### src/rtl/core/pfc_pkg.sv
`default_nettype none
package pfc_pkg;

  // square geometry
  localparam int unsigned Side  = 5;
  localparam int unsigned Cells = Side * Side;

  typedef logic [4:0] letter_t;
  typedef logic [2:0] coord_t;
  typedef logic [4:0] cell_idx_t;

  // whole key square as seen by the search logic, cell k at [k]
  typedef logic [Cells-1:0][4:0] square_t;

  typedef enum logic [1:0] {
    ACT_LOAD = 2'd0,
    ACT_ENC  = 2'd1,
    ACT_DEC  = 2'd2
  } action_t;

  localparam letter_t LETTER_I = 5'd8;
  localparam letter_t LETTER_J = 5'd9;
  localparam coord_t  COORD_MAX = 3'(Side - 1);

  // result of a letter search
  typedef struct packed {
    logic   found;
    coord_t row;
    coord_t col;
  } loc_t;

  // row and column of each cell in row-major order
  localparam coord_t ROW_OF [Cells] = '{
    3'd0, 3'd0, 3'd0, 3'd0, 3'd0,
    3'd1, 3'd1, 3'd1, 3'd1, 3'd1,
    3'd2, 3'd2, 3'd2, 3'd2, 3'd2,
    3'd3, 3'd3, 3'd3, 3'd3, 3'd3,
    3'd4, 3'd4, 3'd4, 3'd4, 3'd4
  };
  localparam coord_t COL_OF [Cells] = '{
    3'd0, 3'd1, 3'd2, 3'd3, 3'd4,
    3'd0, 3'd1, 3'd2, 3'd3, 3'd4,
    3'd0, 3'd1, 3'd2, 3'd3, 3'd4,
    3'd0, 3'd1, 3'd2, 3'd3, 3'd4,
    3'd0, 3'd1, 3'd2, 3'd3, 3'd4
  };

  // one step right/down with wrap
  function automatic coord_t coord_inc(input coord_t c);
    coord_t r;
    r = (c == COORD_MAX) ? 3'd0 : coord_t'(c + 3'd1);
    return r;
  endfunction

  // one step left/up with wrap
  function automatic coord_t coord_dec(input coord_t c);
    coord_t r;
    r = (c == 3'd0) ? COORD_MAX : coord_t'(c - 3'd1);
    return r;
  endfunction

  // row * 5 + col
  function automatic cell_idx_t cell_addr(input coord_t row, input coord_t col);
    cell_idx_t a;
    a = cell_idx_t'({row, 2'b00}) + cell_idx_t'(row) + cell_idx_t'(col);
    return a;
  endfunction

endpackage
`default_nettype wire

### src/rtl/core/playfair_digraph_cipher_core.sv
`default_nettype none
// Playfair cipher engine on a 5x5 key square, one letter pair per cycle while out_stall is low.
// Input channel (in_valid/in_stall): each transaction is a load, an encrypt
// or a decrypt. A load writes one square cell (in_cell_index, letter in
// in_first_letter) and yields nothing; loads above cell 24 and action code 3
// are dropped. Encrypt/decrypt transactions take the pair in in_first_letter
// and in_second_letter and yield one result transaction on out_valid/out_stall
// with out_first, out_second and out_status (1 when a letter is not in the
// square, letters then read 0). The host loads all 25 cells before ciphering.
// From the input register a transaction goes through the 25-way compare into
// the position register, then the square read and the output register.
// Throughput is one transaction per cycle while out_stall is low, set by the four
// register stages, each of which advances independently; a load takes effect for
// every later transaction.
// Reset clears the pipeline valid bits only; the key square keeps its cells.
// When out_stall is high the output holds and the stages fill behind it;
// in_stall rises only once every stage is occupied.
module playfair_digraph_cipher_core (
  input  wire                   clk,
  input  wire                   rst_n,
  input  wire                   in_valid,
  output logic                  in_stall,
  input  wire [1:0]             in_action,
  input  wire [4:0]             in_cell_index,
  input  wire [4:0]             in_first_letter,
  input  wire [4:0]             in_second_letter,
  output logic                  out_valid,
  input  wire                   out_stall,
  output logic [4:0]            out_first,
  output logic [4:0]            out_second,
  output logic                  out_status
);

  // stage registers
  logic               v1_r, v2_r, v3_r, v4_r;
  logic [1:0]         act1_r;
  pfc_pkg::cell_idx_t idx1_r;
  pfc_pkg::letter_t   a1_r, b1_r;
  pfc_pkg::loc_t      loc_a2_r, loc_b2_r;
  logic               dec2_r;
  logic               ok3_r;
  pfc_pkg::letter_t   first4_r, second4_r;
  logic               status4_r;
  pfc_pkg::square_t   square_r;

  logic               rdy1, rdy2, rdy3, rdy4;
  logic               cipher1, load1, sq_wr;
  pfc_pkg::loc_t      loc_a, loc_b;
  pfc_pkg::coord_t    ra, ca, rb, cb;
  pfc_pkg::cell_idx_t addr_a, addr_b;
  logic               ok2;
  pfc_pkg::letter_t   rd_a, rd_b;

  // per-stage advance, bubbles collapse
  assign rdy4     = !v4_r || !out_stall;
  assign rdy3     = !v3_r || rdy4;
  assign rdy2     = !v2_r || rdy3;
  assign rdy1     = !v1_r || rdy2;
  assign in_stall = !rdy1;

  // stage 1: input register
  always_ff @(posedge clk) begin
    if (!rst_n) begin
      v1_r <= 1'b0;
    end else if (rdy1) begin
      v1_r <= in_valid;
    end
  end

  always_ff @(posedge clk) begin
    if (rdy1 && in_valid) begin
      act1_r <= in_action;
      idx1_r <= in_cell_index;
      a1_r   <= in_first_letter;
      b1_r   <= in_second_letter;
    end
  end

  // decode, square write happens as the load leaves stage 1
  assign cipher1 = (act1_r == pfc_pkg::ACT_ENC) || (act1_r == pfc_pkg::ACT_DEC);
  assign load1   = (act1_r == pfc_pkg::ACT_LOAD) && (idx1_r < 5'(pfc_pkg::Cells));
  assign sq_wr   = v1_r && load1 && rdy2;

  always_ff @(posedge clk) begin
    if (sq_wr) begin
      square_r[idx1_r] <= a1_r;
    end
  end

  // letter search against all cells
  pfc_locate u_loc_a (
    .square (square_r),
    .letter (a1_r),
    .loc    (loc_a)
  );

  pfc_locate u_loc_b (
    .square (square_r),
    .letter (b1_r),
    .loc    (loc_b)
  );

  // stage 2: positions of both letters
  always_ff @(posedge clk) begin
    if (!rst_n) begin
      v2_r <= 1'b0;
    end else if (rdy2) begin
      v2_r <= v1_r && cipher1;
    end
  end

  always_ff @(posedge clk) begin
    if (rdy2 && v1_r) begin
      loc_a2_r <= loc_a;
      loc_b2_r <= loc_b;
      dec2_r   <= (act1_r == pfc_pkg::ACT_DEC);
    end
  end

  // playfair rules: same row, same column, rectangle
  always_comb begin
    if (loc_a2_r.row == loc_b2_r.row) begin
      ra = loc_a2_r.row;
      rb = loc_b2_r.row;
      ca = dec2_r ? pfc_pkg::coord_dec(loc_a2_r.col) : pfc_pkg::coord_inc(loc_a2_r.col);
      cb = dec2_r ? pfc_pkg::coord_dec(loc_b2_r.col) : pfc_pkg::coord_inc(loc_b2_r.col);
    end else if (loc_a2_r.col == loc_b2_r.col) begin
      ra = dec2_r ? pfc_pkg::coord_dec(loc_a2_r.row) : pfc_pkg::coord_inc(loc_a2_r.row);
      rb = dec2_r ? pfc_pkg::coord_dec(loc_b2_r.row) : pfc_pkg::coord_inc(loc_b2_r.row);
      ca = loc_a2_r.col;
      cb = loc_b2_r.col;
    end else begin
      ra = loc_a2_r.row;
      rb = loc_b2_r.row;
      ca = loc_b2_r.col;
      cb = loc_a2_r.col;
    end
  end

  assign addr_a = pfc_pkg::cell_addr(ra, ca);
  assign addr_b = pfc_pkg::cell_addr(rb, cb);
  assign ok2    = loc_a2_r.found && loc_b2_r.found;

  // stage 3: square copy read for the output letters
  pfc_square_ram u_ram (
    .clk       (clk),
    .wr_en     (sq_wr),
    .wr_addr   (idx1_r),
    .wr_data   (a1_r),
    .rd_en     (rdy3),
    .rd_addr_a (addr_a),
    .rd_addr_b (addr_b),
    .rd_data_a (rd_a),
    .rd_data_b (rd_b)
  );

  always_ff @(posedge clk) begin
    if (!rst_n) begin
      v3_r <= 1'b0;
    end else if (rdy3) begin
      v3_r <= v2_r;
    end
  end

  always_ff @(posedge clk) begin
    if (rdy3) begin
      ok3_r <= ok2;
    end
  end

  // stage 4: output register, letters forced to zero on a miss
  always_ff @(posedge clk) begin
    if (!rst_n) begin
      v4_r <= 1'b0;
    end else if (rdy4) begin
      v4_r <= v3_r;
    end
  end

  always_ff @(posedge clk) begin
    if (rdy4 && v3_r) begin
      first4_r  <= ok3_r ? rd_a : '0;
      second4_r <= ok3_r ? rd_b : '0;
      status4_r <= !ok3_r;
    end
  end

  assign out_valid  = v4_r;
  assign out_first  = first4_r;
  assign out_second = second4_r;
  assign out_status = status4_r;

endmodule
`default_nettype wire

### src/rtl/core/pfc_locate.sv
`default_nettype none
module pfc_locate (
  input  wire pfc_pkg::square_t square,
  input  wire pfc_pkg::letter_t letter,
  output pfc_pkg::loc_t         loc
);

  pfc_pkg::letter_t want;

  // j is looked up as i
  assign want = (letter == pfc_pkg::LETTER_J) ? pfc_pkg::LETTER_I : letter;

  // 25-way compare, lowest matching cell wins
  always_comb begin
    loc = '0;
    for (int k = pfc_pkg::Cells - 1; k >= 0; k--) begin
      if (square[k] == want) begin
        loc.found = 1'b1;
        loc.row   = pfc_pkg::ROW_OF[k];
        loc.col   = pfc_pkg::COL_OF[k];
      end
    end
  end

endmodule
`default_nettype wire

### src/rtl/core/pfc_square_ram.sv
`default_nettype none
module pfc_square_ram (
  input  wire                     clk,
  input  wire                     wr_en,
  input  wire pfc_pkg::cell_idx_t wr_addr,
  input  wire pfc_pkg::letter_t   wr_data,
  input  wire                     rd_en,
  input  wire pfc_pkg::cell_idx_t rd_addr_a,
  input  wire pfc_pkg::cell_idx_t rd_addr_b,
  output pfc_pkg::letter_t        rd_data_a,
  output pfc_pkg::letter_t        rd_data_b
);

  pfc_pkg::letter_t mem [pfc_pkg::Cells];
  pfc_pkg::letter_t rd_a_r;
  pfc_pkg::letter_t rd_b_r;

  // single write port
  always_ff @(posedge clk) begin
    if (wr_en) begin
      mem[wr_addr] <= wr_data;
    end
  end

  // two registered read ports, held while the next stage is stalled
  always_ff @(posedge clk) begin
    if (rd_en) begin
      rd_a_r <= mem[rd_addr_a];
      rd_b_r <= mem[rd_addr_b];
    end
  end

  assign rd_data_a = rd_a_r;
  assign rd_data_b = rd_b_r;

endmodule
`default_nettype wire

### config.mk
export PLATFORM = sky130hd
export DESIGN_NAME = playfair_digraph_cipher_core
export DESIGN_NICKNAME = d
export VERILOG_FILES = /design/src/rtl/core/pfc_pkg.sv /design/src/rtl/core/playfair_digraph_cipher_core.sv /design/src/rtl/core/pfc_locate.sv /design/src/rtl/core/pfc_square_ram.sv
export SDC_FILE = /design/constraint.sdc
export NUM_CORES = 1
export LEC_CHECK = 0
export BUFFER_PORTS_ARGS = -buffer_cell sky130_fd_sc_hd__buf_2
export CAP_MARGIN = 5
export CORE_ASPECT_RATIO = 0.5
export CORE_MARGIN = 1.5
export CORE_UTILIZATION = 55
export CTS_CLUSTER_SIZE = 40
export DETAILED_ROUTE_END_ITERATION = 10
export HOLD_SLACK_MARGIN = 0.1
export MAX_ROUTING_LAYER = met4
export PLACE_DENSITY_LB_ADDON = 0.12
export SLEW_MARGIN = 25
export SYNTH_ARGS = -nofsm -noshare
export SYNTH_HDL_FRONTEND = slang
export SYNTH_SLANG_ARGS = --single-unit
### constraint.sdc
create_clock -name clk -period 5.72 [get_ports clk]
set_clock_uncertainty 0.2 [all_clocks]
set_input_delay 1.43 -clock clk [delete_from_list [all_inputs] [get_ports clk]]
set_output_delay 1.43 -clock clk [all_outputs]
set_load 0.01 [all_outputs]
# == Word level (Yosys, flattened, before mapping) ==
# Memories as Yosys holds them, arrays and structs flattened. A register that Yosys moved wholly into a read port is not among the register bits.
# Index checks and enable logic that the tools add are counted.
# word_totals
mem_count,1
input_bits,21
output_inout_bits,13
ramBits,125
ff_bits,173
# memory_table
memory,depth,width,rd,rd_ports_with_merged_regs,wr,line,rtl
u_ram.mem,25,5,2,2,1,pfc_square_ram.sv:14,pfc_pkg::letter_t mem [pfc_pkg::Cells];
# classes
muxes,75
n_reduce_logical,38
magnitude_cmp,3
n_addsub,12
eq_ne,60
# op_table
operator,n
== test 5 bit,50
bitwise mux 125 bit,1
two-way mux 5 bit,23
two-way mux 3 bit,22
two-way mux 6 bit,8
OR reduction 24 bit,2
two-way mux 4 bit,10
OR reduction 20 bit,2
demux 5 bit (select 5 bit),1
adder 5 x 3 -> 5 bit,4
OR reduction 10 bit,2
two-way mux 7 bit,2
"adder 3 x 1 -> 3 bit, second input constant",4
"== test 3 bit, second input constant",4
logical NOT 3 bit,4
"subtractor 3 x 1 -> 3 bit, second input constant",4
"== test 5 x 4 -> 1 bit, second input constant",2
OR reduction 5 bit,2
logical AND 1 bit,9
two-way mux 2 bit,4
OR reduction 4 bit,2
logical NOT 1 bit,7
== test 3 bit,2
"less-than comparator 5 x 6 -> 1 bit, second input constant",1
other kinds (8),16

# == Logic depth before layout (Yosys ltp) ==
# Gate-level depths: netlist of the first run.
# logic_depth
ltp_word,27
depth_mapped,14
depth_no_buf,13

# == Cells and area by module ==
# From an unflattened synthesis of the first run, not the netlist that was laid out.
# hier_totals
cells_unflattened,1288
hier_area_um2,16624.7
# modules_own_cells
module,area_per_inst_um2,seq_area_each_um2,instances,cells_per_inst
playfair_digraph_cipher_core,6507.5,5154.9,1,370
pfc_square_ram,6323.6,4053.9,1,372
pfc_locate,1896.8,0.0,2,273

# == Worst setup path after synthesis of the first run ==
# Ideal clock, no wire load.
# synth_path
path_kind,reg-to-reg
start,register loc_b2_r[3] (netlist name)
end,"register u_ram.rd_a_r[0] (netlist: u_ram.rd_data_a[0]), read port of u_ram.mem, data pin"
slack_ps,1422
period_less_slack_ps,4298
path_stages_with_launch,10
setup_time_ps,260
required_time_ps,5260
arrival_ps,3838
path_cell_list,edfxtp_1 > xor2_1 > nor3_1 > or4_1 > o21ai_1 > fa_1 > fa_1 > xor2_1 > mux4_2 > mux2_2
# synth_via
elab_chain_cells,4
word_cells_on_any_way,5
classes_between,2 x add/sub; 1 x eq/ne; 2 x mux
# synth_lines
element,line,rtl
"start, declared",playfair_digraph_cipher_core.sv:39,"pfc_pkg::loc_t loc_a2_r, loc_b2_r;"
"start signal, assigned",playfair_digraph_cipher_core.sv:115,loc_b2_r <= loc_b;
== test 3 bit *,playfair_digraph_cipher_core.sv:122,if (loc_a2_r.row == loc_b2_r.row) begin
two-way mux 3 bit,playfair_digraph_cipher_core.sv:122,
adder 5 x 3 -> 5 bit,pfc_pkg.sv:65,"a = cell_idx_t'({row, 2'b00}) + cell_idx_t'(row) + cell_idx_t'(col);"
adder 5 x 3 -> 5 bit *,pfc_pkg.sv:65,
"end, declared",pfc_square_ram.sv:15,pfc_pkg::letter_t rd_a_r;
# Mark *: on every way between the ends. The rest lies on a longest branch, timed or not.
# A chain may end at the register's enable or synchronous reset.

# == Final worst setup path of the first run ==
# layout_path
start,register loc_a2_r[5] (netlist name)
end,"register u_ram.rd_b_r[4] (netlist: u_ram.rd_data_b[4]), read port of u_ram.mem, data pin"
# layout_via
elab_chain_cells,4
word_cells_on_any_way,5
classes_between,2 x add/sub; 1 x eq/ne; 2 x mux
# layout_lines
element,line,rtl
"start, declared",playfair_digraph_cipher_core.sv:39,
"start signal, assigned",playfair_digraph_cipher_core.sv:114,loc_a2_r <= loc_a;
== test 3 bit *,playfair_digraph_cipher_core.sv:122,
two-way mux 3 bit,playfair_digraph_cipher_core.sv:122,
adder 5 x 3 -> 5 bit,pfc_pkg.sv:65,
adder 5 x 3 -> 5 bit *,pfc_pkg.sv:65,
"end, declared",pfc_square_ram.sv:16,pfc_pkg::letter_t rd_b_r;
# Marks and branches as above.

==> results of run 1 <==
[through the flow]
stage / std cells / setup WS (ns) / hold slack [ns] / instance area [um^2]
finish: 1365 / 0.9544 / 0.2830 / 13700
detailed placement: 1332 / 0.9796 / 0.2681 / 13040
global route: 1365 / 0.5644 / 0.3135 / 13700
CTS: 1364 / 0.9706 / 0.2868 / 13690
global placement: 1331 / 1.055 / 0.2687 / 13010
floorplan: 1038 / 1.422 / 0.2476 / 12620
[layout make-up]
class                           count  area (um^2)
Fill cell                        1708         8359
Multi-Input combinational cell    769         6766
Sequential cell                   183         5455
Clock buffer                       17        425.4
Tap cell                          300        375.4
Timing Repair Buffer               58        360.3
Clock inverter                     15        234.0
Inverter                           22        82.58
Antenna cell                        1        2.502
[routing by layer]
metal	track usage (%)	up-vias
li1	-	3942
met1	47.76	4492
met2	45.55	513
met3	9.328	42
met4	7.788	0
met5	-	-
[state kept, by name, summed over array words and instances (netlist names), 2 cells and up]
signal           cells
square_r           100
u_ram.mem           25
loc_a2_r             7
loc_b2_r             7
a1_r                 5
b1_r                 5
idx1_r               5
out_first            5
out_second           5
u_ram.rd_data_a      5
u_ram.rd_data_b      5
act1_r               2
[cells in the mapped netlist, types with 3 or more instances]
master     count
nand2b_1       6
mux2i_1       18
clkbuf_1      24
nor2_1        37
dfxtp_1        4
mux2_2        10
o21ai_2       16
o21ai_1       18
and3_1        31
ha_1          28
o211ai_1       4
a31oi_1        4
nor3_1         6
and3_4         3
nand3b_1       6
a21o_1        16
nand3_1       18
edfxtp_1     179
xor2_1       158
nor4_1        37
nand2_1       42
fa_1           4
buf_6          8
mux4_2        70
inv_1         22
buf_1         11
o2111ai_1      4
buf_2         19
nand4_1       16
o21a_1         3
a21oi_1       58
o21ai_0       28
xnor2_1       60
and3b_1        4
and2_1        14
[cell usage in the layout (no fill, tap or decap), drive strengths merged, types with 3 or more instances in the layout]
cell / synthesis / layout
nand3b: 6 / 6
o211ai: 4 / 4
clkinv: 0 / 4
and3: 34 / 34
and3b: 4 / 4
buf: 40 / 58
ha: 28 / 28
xor2: 158 / 158
nor2: 37 / 37
nor3: 6 / 6
inv: 22 / 29
mux4: 70 / 70
a21o: 16 / 16
nand2: 42 / 42
or3b: 4 / 4
clkbuf: 24 / 17
nand4: 16 / 16
nor4: 37 / 37
o21ai: 62 / 62
nand3: 20 / 20
edfxtp: 179 / 179
xnor2: 62 / 62
a31oi: 4 / 4
mux2: 10 / 10
fa: 4 / 4
nand2b: 7 / 7
bufinv: 0 / 4
o21a: 3 / 3
a21oi: 60 / 60
dfxtp: 4 / 4
mux2i: 18 / 18
or2: 4 / 4
and2: 14 / 14
o2111ai: 4 / 4
[kinds of logic (layout without fill, tap and decap cells)]
kind of cell / Yosys count / count (layout)
mux: 98 / 98
fa+ha+maj: 32 / 32
buf+inv: 86 / 112
other cells: 0 / 1
compound gates: 167 / 167
simple gates: 252 / 252
xor+xnor: 220 / 220
flops: 183 / 183
[path summary, 6_finish.rpt]
kind / start / to / slack [ns] / cells after the start
max: loc_a2_r[5] / u_ram.rd_data_b[4] / 0.95 / 11
min reg2reg: v1_r / v2_r / 0.28 / 2
max reg2reg: loc_a2_r[5] / u_ram.rd_data_b[4] / 0.95 / 11
min: v1_r / v2_r / 0.28 / 2
[worst register-to-register path, delay by kind of cell (launching register included)]
kind	cells	cell delay, ns
xor gates and xnor gates	1	0.21
AOI/OAI and AO/OA	1	0.33
buffers and inverters	2	0.54
and+or+nand+nor	3	0.89
adders and majority gates	1	0.51
muxes	3	1.38
DFF	1	0.47
[where the power goes]
| group | switching (mW) | internal [mW] |
|---|---|---|
| clock network | 0.583 | 0.751 |
| logic | 0.872 | 0.798 |
| registers | 0.0758 | 1.58 |
==> summary.md, run 1 <==
| Metric | Value |
|---|---|
| Outcome | `finished, final reports clean` |
| Type of origin of the critical path | `register` |
| Vias in the first global route | `8,461` |
| Syn nets | `1,091` |
| Max clock buf depth | `2` |
| Final Max Slew Viols | `0` |
| Hold buffers post-CTS | `0` |
| Xor/xnor share of the synthesized area | `15.39%` |
| Dpl hpwl | `26,650 um` |
| Fmax | `209.8 MHz` |
| Largest net degree at the start of global routing | `51` |
| CTS Buf Count | `17` |
| Via count | `8,989` |
| Main combinational cell family by area after synthesis | `XOR/XNOR gates` |
| # setup viols final | `0` |
| Slowest stage delay, CP | `0.73 ns` |
| Root buffer cell | `clkbuf_16` |
| Number of synthesized register bits | `183` |
| DRC Markers | `0` |
| Utilization after layout | `62.11%` |
| DIE AREA | `23,910 um^2` |
| Crit path max-delay family | `multiplexers` |
| Detail Route Antenna Nets | `0` |
| Crit-path max FO | `14` |
| IO Pins | `34` |
| Metal3 WL | `4660 um` |
| Worst skew pair latency | `0.47 ns` |
| Post-Synth Simple-Gate Area | `11.71%` |
| Met2 Wirelength | `15,110 um` |
| Final #Nets | `1,104` |
| First-pass DRT Iterations | `5` |
| Pwr dens | `340.0 nW/um^2` |
| MaxCap Viol Count | `0` |
| Clock edge transition at the registers on the reported setup and hold paths | `0.07 ns` |
| Worst setup EP type | `register` |
| Htree depth | `4` |
| Total Power | `4.659 mW` |
| Final Critical Period | `4.766 ns` |
| RSZ-0062 raised after global routing | `no` |
| Period utilization | `83.31%` |
| Syn. warnings | `0` |
| Area share of the largest cell type after synthesis | `42.60%` |
| Die width | `217.2 um` |
| Syn avg cell area | `12.16 um^2` |
| Area leader, netlist | `edfxtp_1` |
| Gr usage total | `32.96%` |
| Layout cells sized above 1 | `19.45%` |
| Top sig layer | `met4` |
| Top FF cell, synth | `edfxtp_1` |
| Routed length on met1 | `16,190 um` |
| Post-synthesis sequential area ratio | `43.24%` |
| Adder-Cell Fraction of Synth Area | `3.411%` |
| Setup TNS | `0 ns` |
| Routed WL | `36,420 um` |
| Post-synth EDFFs | `179` |
| CP Cell Sequence | `xor2_1 -> nor3_1 -> buf_4 -> nor4_1 -> nand2_1 -> o21ai_0 -> ha_2 -> buf_4 -> mux4_2 -> mux4_2 -> mux2_2` |
| RD Place Congestion | `1.036` |
| Critical Path AT | `4.78 ns` |
| Grt total ovfl | `0` |
| Die height | `110.1 um` |
| WP buf/inv | `2` |
| Initial Util | `57.19%` |
| Area growth syn-to-layout | `8.598%` |
| Crit path kind | `register to register` |
| Drt initial violations | `1,170` |
| Final Hold Fails | `0` |
| First-pass GRT wire length | `54,570 um` |
| Slew headroom | `27.13%` |
| Vias per Instance | `6.585` |
| Maximum vdd drop | `192.2 uV` |
| PortBufs | `33` |
| Req. time, crit path | `5.74 ns` |
| Cell variety after synth | `65` |
| Async SR Flop Fraction | `0%` |
| Slowest library cell on the worst path | `nor4_1` |
| Leakage power total | `4.956 nW` |
| WL/cell | `26.68 um` |
| Syn Std Cell Area | `12,620 um^2` |
| Mapped Cells | `1,038` |
| HP Class | `register to register` |
| Total core area | `22,060 um^2` |
| FP Rows | `38` |
| Setup Buffers After CTS | `0` |
| CTS tree | `done` |
| Slew @ Worst Pin | `1.093 ns` |
| Mux contribution to synthesized area | `14.82%` |
| Post-CTS Resized | `0` |
| Initial antenna violation count | `1` |
| Area contributors post-synth | `edfxtp_1 43%, mux4_2 12%, xor2_1 11%` |
| Synth Area in Compound Gates | `8.152%` |
| Clock sink count | `183` |
(Power assumes the default switching activity.)
==> inputs of run 2 (changes only) <==
==> constraint.sdc (replaced) <==
create_clock -name clk -period 4.26 [get_ports clk]
set_clock_uncertainty 0.2 [all_clocks]
set_input_delay 1.065 -clock clk [delete_from_list [all_inputs] [get_ports clk]]
set_output_delay 1.065 -clock clk [all_outputs]
set_load 0.01 [all_outputs]
==> run 2 against run 1 <==
Net effect:
- total power rose by 36%
- sequential power up 33%
- utilization grew 0.75 points
- critical endpoint is now u_ram.rd_data_a[3]
- largest cell class unchanged
- largest power group unchanged
- highest routed layer unchanged
==> summary.md, run 2 (same netlist as run 1, synthesis figures left out) <==
| Metric | Value |
|---|---|
| Most flops, register | `square_r` |
| First-pass DRT Iterations | `5 (unchanged)` |
| Setup TNS | `0 ns (unchanged)` |
| Most common cell after layout, fill and taps aside | `edfxtp_1` |
| # setup viols final | `0 (unchanged)` |
| Post-CTS Resized | `0 (unchanged)` |
| DRC Markers | `0 (unchanged)` |
| Max reg flops | `100 (unchanged)` |
| Routed WL | `36,310 um (-0.29%)` |
| Worst setup EP type | `register` |
| Drt initial violations | `1,476 (+26%)` |
| Initial Util | `57.19% (unchanged)` |
| Max clock buf depth | `2 (unchanged)` |
| PortBufs | `33 (unchanged)` |
| Cells after DPL | `1,350 (+1.4%)` |
| Multi-input combinational cell area | `6784 um^2 (+0.26%)` |
| Crit path kind | `register to register` |
| Filler Cell Count | `1,684 (-1.4%)` |
| HP Class | `register to register` |
| Pwr dens | `455.5 nW/um^2 (+34%)` |
| Worst skew pair latency | `0.46 ns (about the same)` |
| Utilization after layout | `62.86% (+0.75 points)` |
| Slew @ Worst Pin | `1.032 ns (-0.06146 ns)` |
| Leakage power total | `5.033 nW (+1.5%)` |
| Vias per Instance | `6.700 (+1.7%)` |
| MaxCap Viol Count | `0 (unchanged)` |
| Routed length on met1 | `16,170 um (-0.14%)` |
| Top sig layer | `met4` |
| IO Pins | `34 (unchanged)` |
| Die height | `110.1 um (unchanged)` |
| Most frequent cells in the layout | `179 x edfxtp_1, 156 x xor2_1, 70 x mux4_2` |
| DIE AREA | `23,910 um^2 (unchanged)` |
| Type of origin of the critical path | `register` |
| Initial antenna violation count | `1 (unchanged)` |
| Die width | `217.2 um (unchanged)` |
| CTS tree | `done` |
| Outcome | `finished, final reports clean` |
| Post-route cell area | `13,870 um^2 (+1.2%)` |
| Clock edge transition at the registers on the reported setup and hold paths | `0.07 ns (about the same)` |
| Layout cells sized above 1 | `20.76% (+1.3 points)` |
| Hold buffers post-CTS | `0 (unchanged)` |
| Storage element area | `5455 um^2 (unchanged)` |
| Total core area | `22,060 um^2 (unchanged)` |
| First-pass GRT wire length | `53,220 um (-2.5%)` |
| Placed Area | `13,270 um^2 (+1.8%)` |
| Final Hold Fails | `0 (unchanged)` |
| Final Instance Count excl. Fillers | `1,380 (+1.1%)` |
| Final Critical Period | `4.158 ns (-0.6079 ns)` |
| WL/cell | `26.31 um (-1.4%)` |
| Dpl hpwl | `26,450 um (-0.77%)` |
| Final Max Slew Viols | `0 (unchanged)` |
| FP Rows | `38 (unchanged)` |
| Gr usage total | `32.48% (-0.48 points)` |
| Area growth syn-to-layout | `9.917%` |
| Fmax | `240.5 MHz (+15%)` |
| Clock sink count | `183 (unchanged)` |
| Critical Path AT | `4.16 ns (-0.62 ns)` |
| Crit-path max FO | `6 (-8)` |
| Period utilization | `97.60% (+14 points)` |
| Htree depth | `4 (unchanged)` |
| Via count | `9,246 (+2.9%)` |
| Largest net degree at the start of global routing | `51 (unchanged)` |
| Slew headroom | `31.23% (+4.1 points)` |
| Vias in the first global route | `8,283 (-2.1%)` |
| Detail Route Antenna Nets | `0 (unchanged)` |
| Root buffer cell | `clkbuf_16` |
| Metal3 WL | `5099 um (+9.4%)` |
| Req. time, crit path | `4.27 ns (-1.47 ns)` |
| Met2 Wirelength | `14,570 um (-3.6%)` |
| Setup Buffers After CTS | `0 (unchanged)` |
| RD Place Congestion | `1.012 (-2.3%)` |
| Final #Nets | `1,122 (+1.6%)` |
| Grt total ovfl | `0 (unchanged)` |
| Total Power | `6.317 mW (+36%)` |
| CTS Buf Count | `17 (unchanged)` |
| Biggest regs | `square_r: 100 flops, u_ram.mem: 25 flops` |
| Maximum vdd drop | `310.4 uV (+62%)` |
-- run 2: critical path, cell delays in order (launching register included) --
cell and delay [ns]:
edfxtp_1 0.41, xor2_1 0.17, nor3_1 0.10, or4_4 0.59, o21ai_1 0.18, o21ai_2 0.11, fa_1 0.53, fa_2 0.38
xor2_2 0.23, buf_12 0.16, mux4_2 0.55, mux2_2 0.29
-- run 2: layer usage --
layer  vias to the layer above  global-route usage (%)
met5                         -                       -
met4                         0                   7.440
met3                        38                   9.300
met2                       627                   42.61
met1                      4615                   48.96
li1                       3966                       -
-- run 2: worst paths after layout --
| check | end | startpoint | slack (ns) | depth (start not counted) |
|---|---|---|---|---|
| setup / recovery | u_ram.rd_data_a[3] | loc_a2_r[5] | 0.10 | 11 |
| hold / removal | v2_r | v1_r | 0.29 | 2 |
| hold reg to reg | v2_r | v1_r | 0.29 | 2 |
| setup reg to reg | u_ram.rd_data_a[3] | loc_a2_r[5] | 0.10 | 11 |
-- run 2: area by class of cell --
cell class	instances	share of cell area [%]
multi-input combinational	769	48.92
sequential	183	39.34
timing repair buffer	76	4.240
clock buffer	20	3.149
tap	300	2.707
clock inverter	9	1.038
inverter	22	0.5955
antenna	1	0.01804
-- run 2: metrics by stage --
stage               hold slack, ns  worst slack, ns
floorplan                   0.2476           0.1233
global placement            0.2690          0.08492
detailed placement          0.2828          0.03387
CTS                         0.2954         0.003732
global route                0.3036         -0.01584
finish                      0.2879           0.1022
-- run 2: where the power goes --
| group | internal [mW] | leakage, nW | switching [mW] |
|---|---|---|---|
| logic | 1.24 | 3.08 | 1.25 |
| registers | 2.12 | 1.67 | 0.0749 |
| clock network | 0.923 | 0.279 | 0.709 |
| total | 4.28 | 5.03 | 2.03 |
==> inputs of run 3 (changes only) <==
--- a/config.mk
+++ b/config.mk
@@ -5,6 +5,7 @@
 export SDC_FILE = /design/constraint.sdc
 export NUM_CORES = 1
 export LEC_CHECK = 0
+export ABC_AREA = 1
 export BUFFER_PORTS_ARGS = -buffer_cell sky130_fd_sc_hd__buf_2
 export CAP_MARGIN = 5
 export CORE_ASPECT_RATIO = 0.5
@@ -15,7 +16,8 @@
 export HOLD_SLACK_MARGIN = 0.1
 export MAX_ROUTING_LAYER = met4
 export PLACE_DENSITY_LB_ADDON = 0.12
-export SLEW_MARGIN = 25
+export RECOVER_POWER = 100
+export SLEW_MARGIN = 30
 export SYNTH_ARGS = -nofsm -noshare
 export SYNTH_HDL_FRONTEND = slang
 export SYNTH_SLANG_ARGS = --single-unit
==> run 3 against run 2 <==
Net effect:
- area after synthesis up 2.5%
- worst setup slack improved by 0.064 ns
- clock power up 12%
- global-route usage increased by 7.0 points
- non-clock buffer count grew 22
==> summary.md, run 3 <==
| Metric | Value |
|---|---|
| Most common cell after layout, fill and taps aside | `nand2_1` |
| Xor/xnor share of the synthesized area | `13.39% (-2.0 points)` |
| End of the worst hold path | `v2_r` |
| Final Hold Fails | `0 (unchanged)` |
| CTS tree | `done` |
| Max clock buf depth | `2 (unchanged)` |
| Worst skew pair latency | `0.47 ns (about the same)` |
| Syn nets | `1,537 (+41%)` |
| Initial Util | `56.39% (-0.80 points)` |
| Total Power | `6.383 mW (+1.1%)` |
| MaxCap Viol Count | `0 (unchanged)` |
| Mapped Cells | `1,484 (+43%)` |
| Vias in the first global route | `10,750 (+30%)` |
| DIE AREA | `24,500 um^2 (+2.5%)` |
| Routed WL | `45,490 um (+25%)` |
| Slew headroom | `7.589% (-24 points)` |
| Post-synthesis sequential area ratio | `42.18% (-1.1 points)` |
| Largest net degree at the start of global routing | `80 (+57%)` |
| Filler Cell Count | `1,987 (+18%)` |
| RD Place Congestion | `1.072 (+5.9%)` |
| Grt total ovfl | `0 (unchanged)` |
| Type of origin of the critical path | `register` |
| PortBufs | `33 (unchanged)` |
| Gr usage total | `39.50% (+7.0 points)` |
| Adder-Cell Fraction of Synth Area | `3.328% (-0.083 points)` |
| HP Class | `register to register` |
| Final Instance Count excl. Fillers | `1,844 (+34%)` |
| Biggest regs | `square_r: 100 flops, u_ram.mem: 25 flops` |
| Most flops, register | `square_r` |
| Die width | `219.9 um (+1.2%)` |
| Hold_sp | `v1_r` |
| Drt initial violations | `1,855 (+26%)` |
| Worst setup EP type | `register` |
| Fmax | `244.3 MHz (+1.6%)` |
| Leakage power total | `5.624 nW (+12%)` |
| Syn. warnings | `0 (unchanged)` |
| Cell variety after synth | `63 (-3.1%)` |
| Area leader, netlist | `edfxtp_1` |
| Outcome | `finished, final reports clean` |
| Number of synthesized register bits | `183 (unchanged)` |
| Clock sink count | `183 (unchanged)` |
| FF-to-FF setup slack | `0.17 ns (+0.06 ns)` |
| Count leader, synth | `nand2_1` |
| IO Pins | `34 (unchanged)` |
| Crit-path max FO | `37 (+31)` |
| Area share of the largest cell type after synthesis | `41.56% (-1.0 points)` |
| Final Max Slew Viols | `0 (unchanged)` |
| Root buffer cell | `clkbuf_16` |
| Async SR Flop Fraction | `0% (unchanged)` |
| Req. time, crit path | `4.26 ns (about the same)` |
| R2R Path Start | `loc_b2_r[3]` |
| Total core area | `22,930 um^2 (+4.0%)` |
| Critical Path AT | `4.10 ns (-0.06 ns)` |
| Main combinational cell family by area after synthesis | `simple AND/OR/NAND/NOR gates` |
| WL/cell | `24.67 um (-6.3%)` |
| Slew @ Worst Pin | `1.386 ns (+0.3547 ns)` |
| Post-route cell area | `14,240 um^2 (+2.7%)` |
| Syn avg cell area | `8.715 um^2 (-28%)` |
| Pwr dens | `448.2 nW/um^2 (-1.6%)` |
| Initial antenna violation count | `1 (unchanged)` |
| Post-synth EDFFs | `179 (unchanged)` |
| Top FF cell, synth | `edfxtp_1` |
| Worst reg2reg endpoint | `u_ram.rd_data_a[2]` |
| First-pass DRT Iterations | `6 (+1)` |
| Max reg flops | `100 (unchanged)` |
| Detail Route Antenna Nets | `0 (unchanged)` |
| Vias per Instance | `6.287 (-6.2%)` |
| Via count | `11,590 (+25%)` |
| Clock edge transition at the registers on the reported setup and hold paths | `0.08 ns (about the same)` |
| Final Critical Period | `4.094 ns (-0.06361 ns)` |
| Mux contribution to synthesized area | `0.1548% (-15 points)` |
| R2R cell count | `18 (+7)` |
| Synth Area in Compound Gates | `16.34% (+8.2 points)` |
| First-pass GRT wire length | `67,920 um (+28%)` |
| CTS Buf Count | `17 (unchanged)` |
| Post-Synth Simple-Gate Area | `16.54% (+4.8 points)` |
| Maximum vdd drop | `274.7 uV (-11%)` |
| Final #Nets | `1,576 (+40%)` |
| DRC Markers | `0 (unchanged)` |
| Most frequent cells in the layout | `207 x nand2_1, 179 x edfxtp_1, 148 x nor2_1` |
| # setup viols final | `0 (unchanged)` |
| Cells after DPL | `1,803 (+34%)` |
| Syn Std Cell Area | `12,930 um^2 (+2.5%)` |
| Synth top cells by count | `208 x nand2_1, 179 x edfxtp_1, 148 x nor2_1, 140 x o21ai_0, 134 x inv_1` |
| Crit path kind | `register to register` |
| Area growth syn-to-layout | `10.11%` |
| FP Rows | `39 (+2.6%)` |
| Htree depth | `4 (unchanged)` |
| Placed Area | `13,490 um^2 (+1.7%)` |
| Area contributors post-synth | `edfxtp_1 42%, xor2_1 6.8%, xnor2_1 6.4%` |
| Dpl hpwl | `33,740 um (+28%)` |
| Die height | `111.4 um (+1.2%)` |
| Period utilization | `96.11% (-1.5 points)` |
| Layout cells sized above 1 | `10.68% (-10 points)` |
| Hold depth | `2 (unchanged)` |
## run 3: changes by cell type after synthesis, sizes merged, moves of 17 or more
cell,before,now
and3,34,1
o21ai,62,152
mux4,70,0
nand2,42,211
nor4,37,11
o22ai,0,17
inv,22,142
xor2,158,102
nor2,37,155
o211ai,4,25
a21oi,60,106
xnor2,62,94
clkbuf,24,46
nand3,20,67
## run 3: timing repair
action	CTS	global route
setup buffers	0	8
hold buffers	0	0
endpoints found under the setup margin	0	10
resized for setup	0	21
## run 3: per-stage QoR
| step | setup slack [ns] | utilization, % | TNS (ns) | hold slack (ns) |
|---|---|---|---|---|
| after detailed placement | 0.06205 | 58.83 | 0 | 0.2534 |
| final | 0.1659 | 62.09 | 0 | 0.2652 |
| after CTS | 0.02814 | 61.72 | 0 | 0.2696 |
| after floorplan | 0.1980 | - | 0 | 0.2362 |
| after global placement | 0.1376 | 58.82 | 0 | 0.2477 |
| after global routing | -0.01559 | 62.09 | -0.01559 | 0.2867 |
## run 3: kinds of logic (layout without fill, tap and decap cells)
group / Yosys count / in the layout
compound gates: 362 / 362
xor+xnor: 196 / 196
fa+ha+maj: 32 / 32
buf+inv: 223 / 275
flops: 183 / 183
mux: 2 / 2
other cells: 0 / 1
simple gates: 486 / 486
## run 3: worst max-delay path by stage
| stage | startpoint | to | depth (start not counted) |
|---|---|---|---|
| detailed placement | loc_a2_r[5] | u_ram.rd_data_a[3] | 16 |
| CTS | loc_a2_r[5] | u_ram.rd_data_a[3] | 16 |
| finish | loc_b2_r[3] | u_ram.rd_data_a[2] | 18 |
| floorplan | loc_a2_r[3] | u_ram.rd_data_a[0] | 16 |
| global route | loc_a2_r[3] | u_ram.rd_data_a[2] | 16 |
| global placement | loc_b2_r[4] | u_ram.rd_data_a[3] | 17 |
## run 3: cell type report
class	instances	area, um^2	area share [%]
multi-input cells	1078	6485	45.54
flip-flops and latches	183	5455	38.31
repair buffers	98	685.7	4.815
inverters	145	565.5	3.971
clock buffers	17	425.4	2.987
well taps	307	384.1	2.697
clock inverters	15	237.7	1.669
diodes	1	2.502	0.01757
## run 3: where the power goes
part	total (mW)	switching, mW	internal (mW)
Combinational	2.43	1.59	0.839
Clock	1.83	0.768	1.06
Sequential	2.13	0.0457	2.08
Total	6.38	2.40	3.98
## run 3: worst max-delay path: stages, from the launching register on
cell and delay (ns):
edfxtp_1 0.45, inv_1 0.15, nand2_1 0.06, a21oi_1 0.18
nand2_1 0.11, buf_4 0.17, inv_1 0.13, o211ai_1 0.11
o21ai_0 0.20, ha_1 0.32, ha_1 0.41, buf_12 0.26
a21oi_1 0.05, o21ai_0 0.26, nand3_1 0.16, nand2_1 0.18
nor2_1 0.07, a311oi_2 0.28, a31oi_1 0.07
## run 3: layer usage
| metal | routed length, um | vias up | track usage [%] |
|---|---|---|---|
| met5 | 0 | - | - |
| met4 | 1061 | 0 | 11.43 |
| met3 | 6158 | 95 | 11.34 |
| met2 | 18920 | 807 | 54.09 |
| met1 | 19340 | 5508 | 56.43 |
| li1 | - | 5183 | - |
